### src/hw/rtl/htb_pkg.sv
// shared types and constants for the huffman tree build and decode block
`timescale 1ns / 1ps

package htb_pkg;

    typedef struct packed {
        logic [1:0]  action;
        logic [7:0]  symbol;
        logic [31:0] weight;
        logic [7:0]  data_byte;
    } t_in_item;

    typedef struct packed {
        logic [7:0]  decoded_symbol;
        logic [31:0] repeat_res;
        logic        status;
        logic        last;
    } t_out_item;

    typedef logic [31:0] t_cfg_word;

    localparam logic [1:0] ACT_LOAD  = 2'd0;
    localparam logic [1:0] ACT_BUILD = 2'd1;
    localparam logic [1:0] ACT_DATA  = 2'd2;

    localparam logic ST_OK    = 1'b0;
    localparam logic ST_EMPTY = 1'b1;

    // free list entry carries the node and the fields the scan and merge need
    typedef struct packed {
        logic [8:0]  node;
        logic [31:0] weight;
        logic [7:0]  level;
        logic [7:0]  symbol;
    } t_fl_entry;

    typedef struct packed {
        logic [8:0] child;
        logic       leaf;
        logic [7:0] symbol;
    } t_child;

    typedef struct packed {
        t_child one;
        t_child zero;
    } t_node_entry;

    typedef enum logic [3:0] {
        S_IDLE,
        S_FILL_RD,
        S_FILL_EV,
        S_CHECK,
        S_BUILD_RES,
        S_SCAN_RD,
        S_SCAN_EV,
        S_MERGE_A,
        S_MERGE_B,
        S_FINISH,
        S_WALK_RD,
        S_WALK_EV
    } t_state;

    typedef struct packed {
        logic load;
        logic fill_start;
        logic fill_rd;
        logic fill_ev;
        logic check;
        logic build_res;
        logic scan_rd;
        logic scan_ev;
        logic merge_a;
        logic merge_b;
        logic finish;
        logic walk_start;
        logic walk_rd;
        logic walk_ev;
    } t_cmd;

    typedef struct packed {
        logic fill_last;
        logic leaves_small;
        logic scan_last;
        logic merge_more;
        logic walk_ok;
        logic walk_leaf;
        logic walk_stop;
        logic out_free;
    } t_status;

endpackage

### src/hw/rtl/htb_ctrl.sv
// controller state machine for build and decode
`timescale 1ns / 1ps

module htb_ctrl
    import htb_pkg::*;
(
    input  logic       i_clk,
    input  logic       i_rst_n,
    input  logic       i_in_valid,
    input  logic [1:0] i_in_action,
    output logic       o_in_ready,
    input  t_status    i_status,
    output t_cmd       o_cmd
);
    t_state r_state;
    t_state n_state;

    always_ff @(posedge i_clk) begin
        if (!i_rst_n) begin
            r_state <= S_IDLE;
        end else begin
            r_state <= n_state;
        end
    end

    always_comb begin
        n_state    = r_state;
        o_cmd      = '0;
        o_in_ready = 1'b0;
        case (r_state)
            S_IDLE: begin
                o_in_ready = 1'b1;
                if (i_in_valid) begin
                    case (i_in_action)
                        ACT_LOAD: begin
                            o_cmd.load = 1'b1;
                        end
                        ACT_BUILD: begin
                            o_cmd.fill_start = 1'b1;
                            n_state = S_FILL_RD;
                        end
                        ACT_DATA: begin
                            if (i_status.walk_ok) begin
                                o_cmd.walk_start = 1'b1;
                                n_state = S_WALK_RD;
                            end
                        end
                        default: ;
                    endcase
                end
            end
            S_FILL_RD: begin
                o_cmd.fill_rd = 1'b1;
                n_state = S_FILL_EV;
            end
            S_FILL_EV: begin
                o_cmd.fill_ev = 1'b1;
                n_state = i_status.fill_last ? S_CHECK : S_FILL_RD;
            end
            S_CHECK: begin
                if (i_status.leaves_small) begin
                    n_state = S_BUILD_RES;
                end else begin
                    o_cmd.check = 1'b1;
                    n_state = S_SCAN_RD;
                end
            end
            S_BUILD_RES: begin
                if (i_status.out_free) begin
                    o_cmd.build_res = 1'b1;
                    n_state = S_IDLE;
                end
            end
            S_SCAN_RD: begin
                o_cmd.scan_rd = 1'b1;
                n_state = S_SCAN_EV;
            end
            S_SCAN_EV: begin
                o_cmd.scan_ev = 1'b1;
                n_state = i_status.scan_last ? S_MERGE_A : S_SCAN_RD;
            end
            S_MERGE_A: begin
                o_cmd.merge_a = 1'b1;
                n_state = S_MERGE_B;
            end
            S_MERGE_B: begin
                o_cmd.merge_b = 1'b1;
                n_state = i_status.merge_more ? S_SCAN_RD : S_FINISH;
            end
            S_FINISH: begin
                o_cmd.finish = 1'b1;
                n_state = S_IDLE;
            end
            S_WALK_RD: begin
                o_cmd.walk_rd = 1'b1;
                n_state = S_WALK_EV;
            end
            S_WALK_EV: begin
                if (!i_status.walk_leaf || i_status.out_free) begin
                    o_cmd.walk_ev = 1'b1;
                    n_state = i_status.walk_stop ? S_IDLE : S_WALK_RD;
                end
            end
            default: n_state = S_IDLE;
        endcase
    end
endmodule

### config.mk
export PLATFORM = sky130hd
export DESIGN_NAME = htb_ctrl
export DESIGN_NICKNAME = d
export VERILOG_FILES = /design/src/hw/rtl/htb_pkg.sv /design/src/hw/rtl/htb_ctrl.sv
export SDC_FILE = /design/constraint.sdc
export NUM_CORES = 1
export LEC_CHECK = 0
export ABC_CLOCK_PERIOD_IN_PS = 1830
export BUFFER_PORTS_ARGS = -buffer_cell sky130_fd_sc_hd__buf_2
export CORE_MARGIN = 2
export CORE_UTILIZATION = 31
export DETAILED_ROUTE_END_ITERATION = 12
export PLACE_DENSITY_LB_ADDON = 0.05
export SETUP_SLACK_MARGIN = 0.05
export SKIP_LAST_GASP = 1
export SLEW_MARGIN = 20
export SYNTH_ARGS = -nofsm -noshare
export SYNTH_HDL_FRONTEND = slang
export SYNTH_SLANG_ARGS = --single-unit
### constraint.sdc
create_clock -name i_clk -period 1.83 [get_ports i_clk]
set_input_delay 0.366 -clock i_clk [delete_from_list [all_inputs] [get_ports i_clk]]
set_output_delay 0.366 -clock i_clk [all_outputs]
set_load 0.02 [all_outputs]
; After elaboration in Yosys (flattened, before gate mapping)
; Cells that the tools add are included.
[classes]
muxes = 34
n_eq_ne = 18
reduce_logical = 5
[op_table]
columns = operator, n
row1 = $pmux 4 s11, 1
row2 = $mux 4, 6
row3 = $mux 1, 22
row4 = $eq 4x3->1 const B, 4
row5 = $eq 4x4->1 const B, 4
row6 = $eq 4x2->1 const B, 2
row7 = $mux 2, 4
row8 = $pmux 4 s2, 1
row9 = $ne 2x2->1 const B, 3
row10 = $reduce_and 5->1, 1
row11 = $eq 4x1->1 const B, 1
row12 = $logic_not 4->1, 1
row13 = $ne 3x1->1 const B, 1
row14 = $ne 3x3->1 const B, 1
row15 = $eq 2x1->1 const B, 1
row16 = $eq 2x2->1 const B, 1
row17 = $logic_not 2->1, 1
row18 = $logic_not 1->1, 1
row19 = $logic_or 1x1->1, 1
[totals]
output_inout_bits = 15
register_bits = 4
word_cells = 58
in_bits = 13

; Longest topological paths before layout
[depth]
ltp_word = 4
depth_mapped = 5
depth_no_buf = 4

; Worst setup path after synthesis
; No wires, ideal clock.
[synth_path]
path_kind = register -> output
startpoint = register r_state[3]
endpoint = output o_cmd[13] (netlist bit)
n_path_buf = 1
path_stages_with_launch = 5
setup_slack_ps = -83
required_ps = 1464
t_arrival_ps = 1547
cell_sequence = dfxtp_1 -> buf_6 -> or2_4 -> or3_4 -> nor4b_2
[synth_lines]
columns = element, line_no
row1 = "start, declared", htb_ctrl.sv:15  ; t_state r_state;
row2 = "start signal, assigned", htb_ctrl.sv:22  ; r_state <= n_state;
row3 = "end, declared", htb_ctrl.sv:13  ; output t_cmd o_cmd

==> flow_summary.yaml <==
run_status:
  outcome: "finished, violations left"
  failed_checks: "setup timing"
die:
  rows: 14
  die_y_um: 43.6
  die_w_um: 43.6
  core_area_um2: 1490
  floorplan.initialDensity_pct: 32.7
  fp.dieArea_um2: 1900
  design.portCount: 28
routing:
  drc: 0
  detail_route.iter0.violations: 4
  count_of_nets_left_with_antenna_violations_after_detail_routing: 0
  drt-pass1-iter-count: 4
  vias_per_cell: 5.02
  total_vias_in_the_final_route: 587
  route.final.wire_length_um: 1410
  routed_wire_length_per_instance_um: 12.1
grt:
  globalRouteMet2Util_pct: 25.0
  met1_usage_pct: 21.6
  grtUsageMet3_pct: 2.50
  grt_max_degree: 11
  grt.total_usage_pct: 15.8
  first_global_vias: 520
  initial_antenna_violation_count: 0
  wire_length_of_the_first_global_routing_pass_um: 2240
  gr-max-usage-layer: "met2"
  grt_overflow_total: 0
setup_path:
  slowest_delay_ns: 0.35
  r2r-end: "r_state[3]$_SDFFE_PN0P_"
  kind_of_critical_path: "reg -> out"
  critical_path_peak_fanout: 2
  timing.reg2reg.setup_slack_ns: 0.36
  crit_family: "simple AND/OR/NAND/NOR gates"
  cp.required_ns: 1.46
  startpoint_type: "register"
  crit_path_buf_inv_count: 1
  reg2regPathDepth: 5
  crit_path_cell_trace: "or2_4, or3_4, nor4b_4, buf_4"
  timing.critical_path.slowest_stage_cell: "or3_4"
  cp-end-kind: "output pin"
  worstPathArrival_ns: 1.55
  crit_start: "r_state[2]$_SDFFE_PN0P_"
  origin_of_the_critical_flop_to_flop_path: "r_state[3]$_SDFFE_PN0P_"
yosys:
  yosys_register_bits: 4
  syn-mean-instance-area_um2: 7.37
  seq_area_frac_synth_pct: 16.5
  postSynth.topFlopCell: "dfxtp_1"
  asyncSetResetFlopFracSynth_pct: 0
  edff_count_synth: 0
  synth.net_count: 79
  synth.distinct_cells: 33
  synth.yosys.warnings: 0
  post_synth_inst_count: 66
  mappedNetlistArea_um2: 487
cells_and_area:
  design.final.nets: 116
  largest_reg_flops: 4
  commonest_cells_after_routing_fill_and_taps_aside: "buf_2 (22), buf_4 (13), nor2_1 (7)"
  max_flop_register: "r_state"
  layout.cells.most_common: "buf_2"
  insertedDiodeCount: 0
  drive_gt1_share_pct: 50.5
  syn_to_final_growth_pct: 52.7
  top_regs: "r_state (4)"
  finish.instance_area_um2: 743
  layout.core_utilization_pct: 49.9
sta:
  report.final.slew_viol_count: 0
  setup_viol_count_final: 4
  timing.final.crit_period_ns: 1.91
  rsz_0062_raised_after_global_routing: "true"
  slew_limit_headroom_pct: 77.7
  total_neg_setup_slack_ns: -0.190
  holdWs_ns: 0.407
  postLayoutSetupSlackWorst_ns: -0.0823
  timing.final.hold_violations: 0
  worst-slew-pin-transition_ns: 0.332
  final.period_utilization_pct: 104
  finalClockSkew_ns: 0.000381
  fmax_mhz: 523
placement:
  detailed_place_hpwl_um: 1110
  io_buffers: 27
  gp_congestion: 0.787
  placement.cell_area_um2: 648
  place_ws_ns: 0.102
clock_tree:
  tritoncts: "built"
  cts-htree-levels: 1
  clock-sinks: 4
  clkTransAtPathRegs_ns: 0.03
  clk_path_buf_depth: 2
  cts-buffers-inserted: 3
  clock_insertion_delay_worst_skew_ns: 0.23
  cell_at_the_root_of_the_clock_tree: "clkbuf_4"
  count_of_hold_fix_buffers_inserted_at_cts: 0
power_and_ir_drop:
  pwr-share-comb_pct: 52.1
  power.switching_fraction_pct: 36.3
  power.share.sequential_pct: 24.2
  power-per-cell-area_nw_per_um2: 587
  internal_power_mw: 0.278
  clock_group_share_of_total_power_pct: 23.6
  power_leakage_nw: 0.366
  vdd_drop_max_v: 0.000351
  power.net_switching_mw: 0.158
min_path:
  worstHoldPathType: "in -> reg"
  hold_depth: 2
  hold_path.startpoint: "i_rst_n"
  timing.hold.worst_endpoint: "r_state[0]$_SDFFE_PN0P_"
run:
  drv.max_cap_violation_count: 0
[power groups by stage]
| stage | clock network (mW) | registers, mW | logic, mW |
|---|---|---|---|
| global placement | 0 | 0.107 | 0.195 |
| CTS | 0.111 | 0.105 | 0.211 |
| floorplan | 0 | 0.103 | 0.139 |
| finish | 0.103 | 0.106 | 0.227 |
| global route | 0.118 | 0.107 | 0.248 |
| detailed placement | 0 | 0.106 | 0.195 |
[final cells by class]
type,count,area (um^2)
fillers,165,746
flip-flops and latches,4,82.6
clock buffers,3,22.5
multi-input cells,54,384
repair buffers,36,219
inverters,4,15.0
well taps,16,20.0
[cells by family after synthesis]
family	after synthesis	synth area share (%)
compound gates	17	24.4
xor+xnor	1	1.80
buf+inv	8	9.77
flops	4	16.5
mux	1	2.06
simple gates	35	45.5
[per-layer routing]
metal  wire length (um)  up-vias
li1                   -      313
met4                  0        0
met1                654      265
met3                 33        0
met5                  0        -
met2                724        9
[stage by stage]
step	cells	power (mW)
after CTS	114	0.426
after detailed placement	109	0.301
after floorplan	66	0.242
final	117	0.436
after global placement	109	0.302
after global routing	117	0.472
[how the worst max path moves through the flow]
stage	slack, ns	cells past startpoint	endpoint
4_1_cts	-0.09	4	o_cmd[13]
3_3_place_gp	0.12	4	o_cmd[13]
2_1_floorplan	0.02	4	o_cmd[13]
6_report	-0.08	4	o_cmd[13]
3_5_place_dp	0.10	4	o_cmd[13]
5_1_grt	-0.14	4	o_cmd[13]
[synth_stat cells (2+ instances only)]
master | count | share of area, %
nand2b_1 | 3 | 3.9
or2_2 | 2 | 2.6
nor3b_1 | 2 | 3.1
dfxtp_1 | 4 | 16
nand2_1 | 3 | 2.3
buf_6 | 2 | 4.6
inv_1 | 4 | 3.1
a21oi_1 | 5 | 5.1
buf_2 | 2 | 2.1
nor2_1 | 9 | 6.9
o21a_1 | 2 | 3.1
nor4_1 | 2 | 2.6
nor3_1 | 4 | 4.1
o311a_1 | 2 | 4.1
o21ai_0 | 2 | 2.1
[what timing repair did]
item,4_1_cts,5_1_grt
endpoints found under the setup margin,4,5
buffers inserted,2,3
resized for setup,6,7
Power figures use the tool's default switching activity.
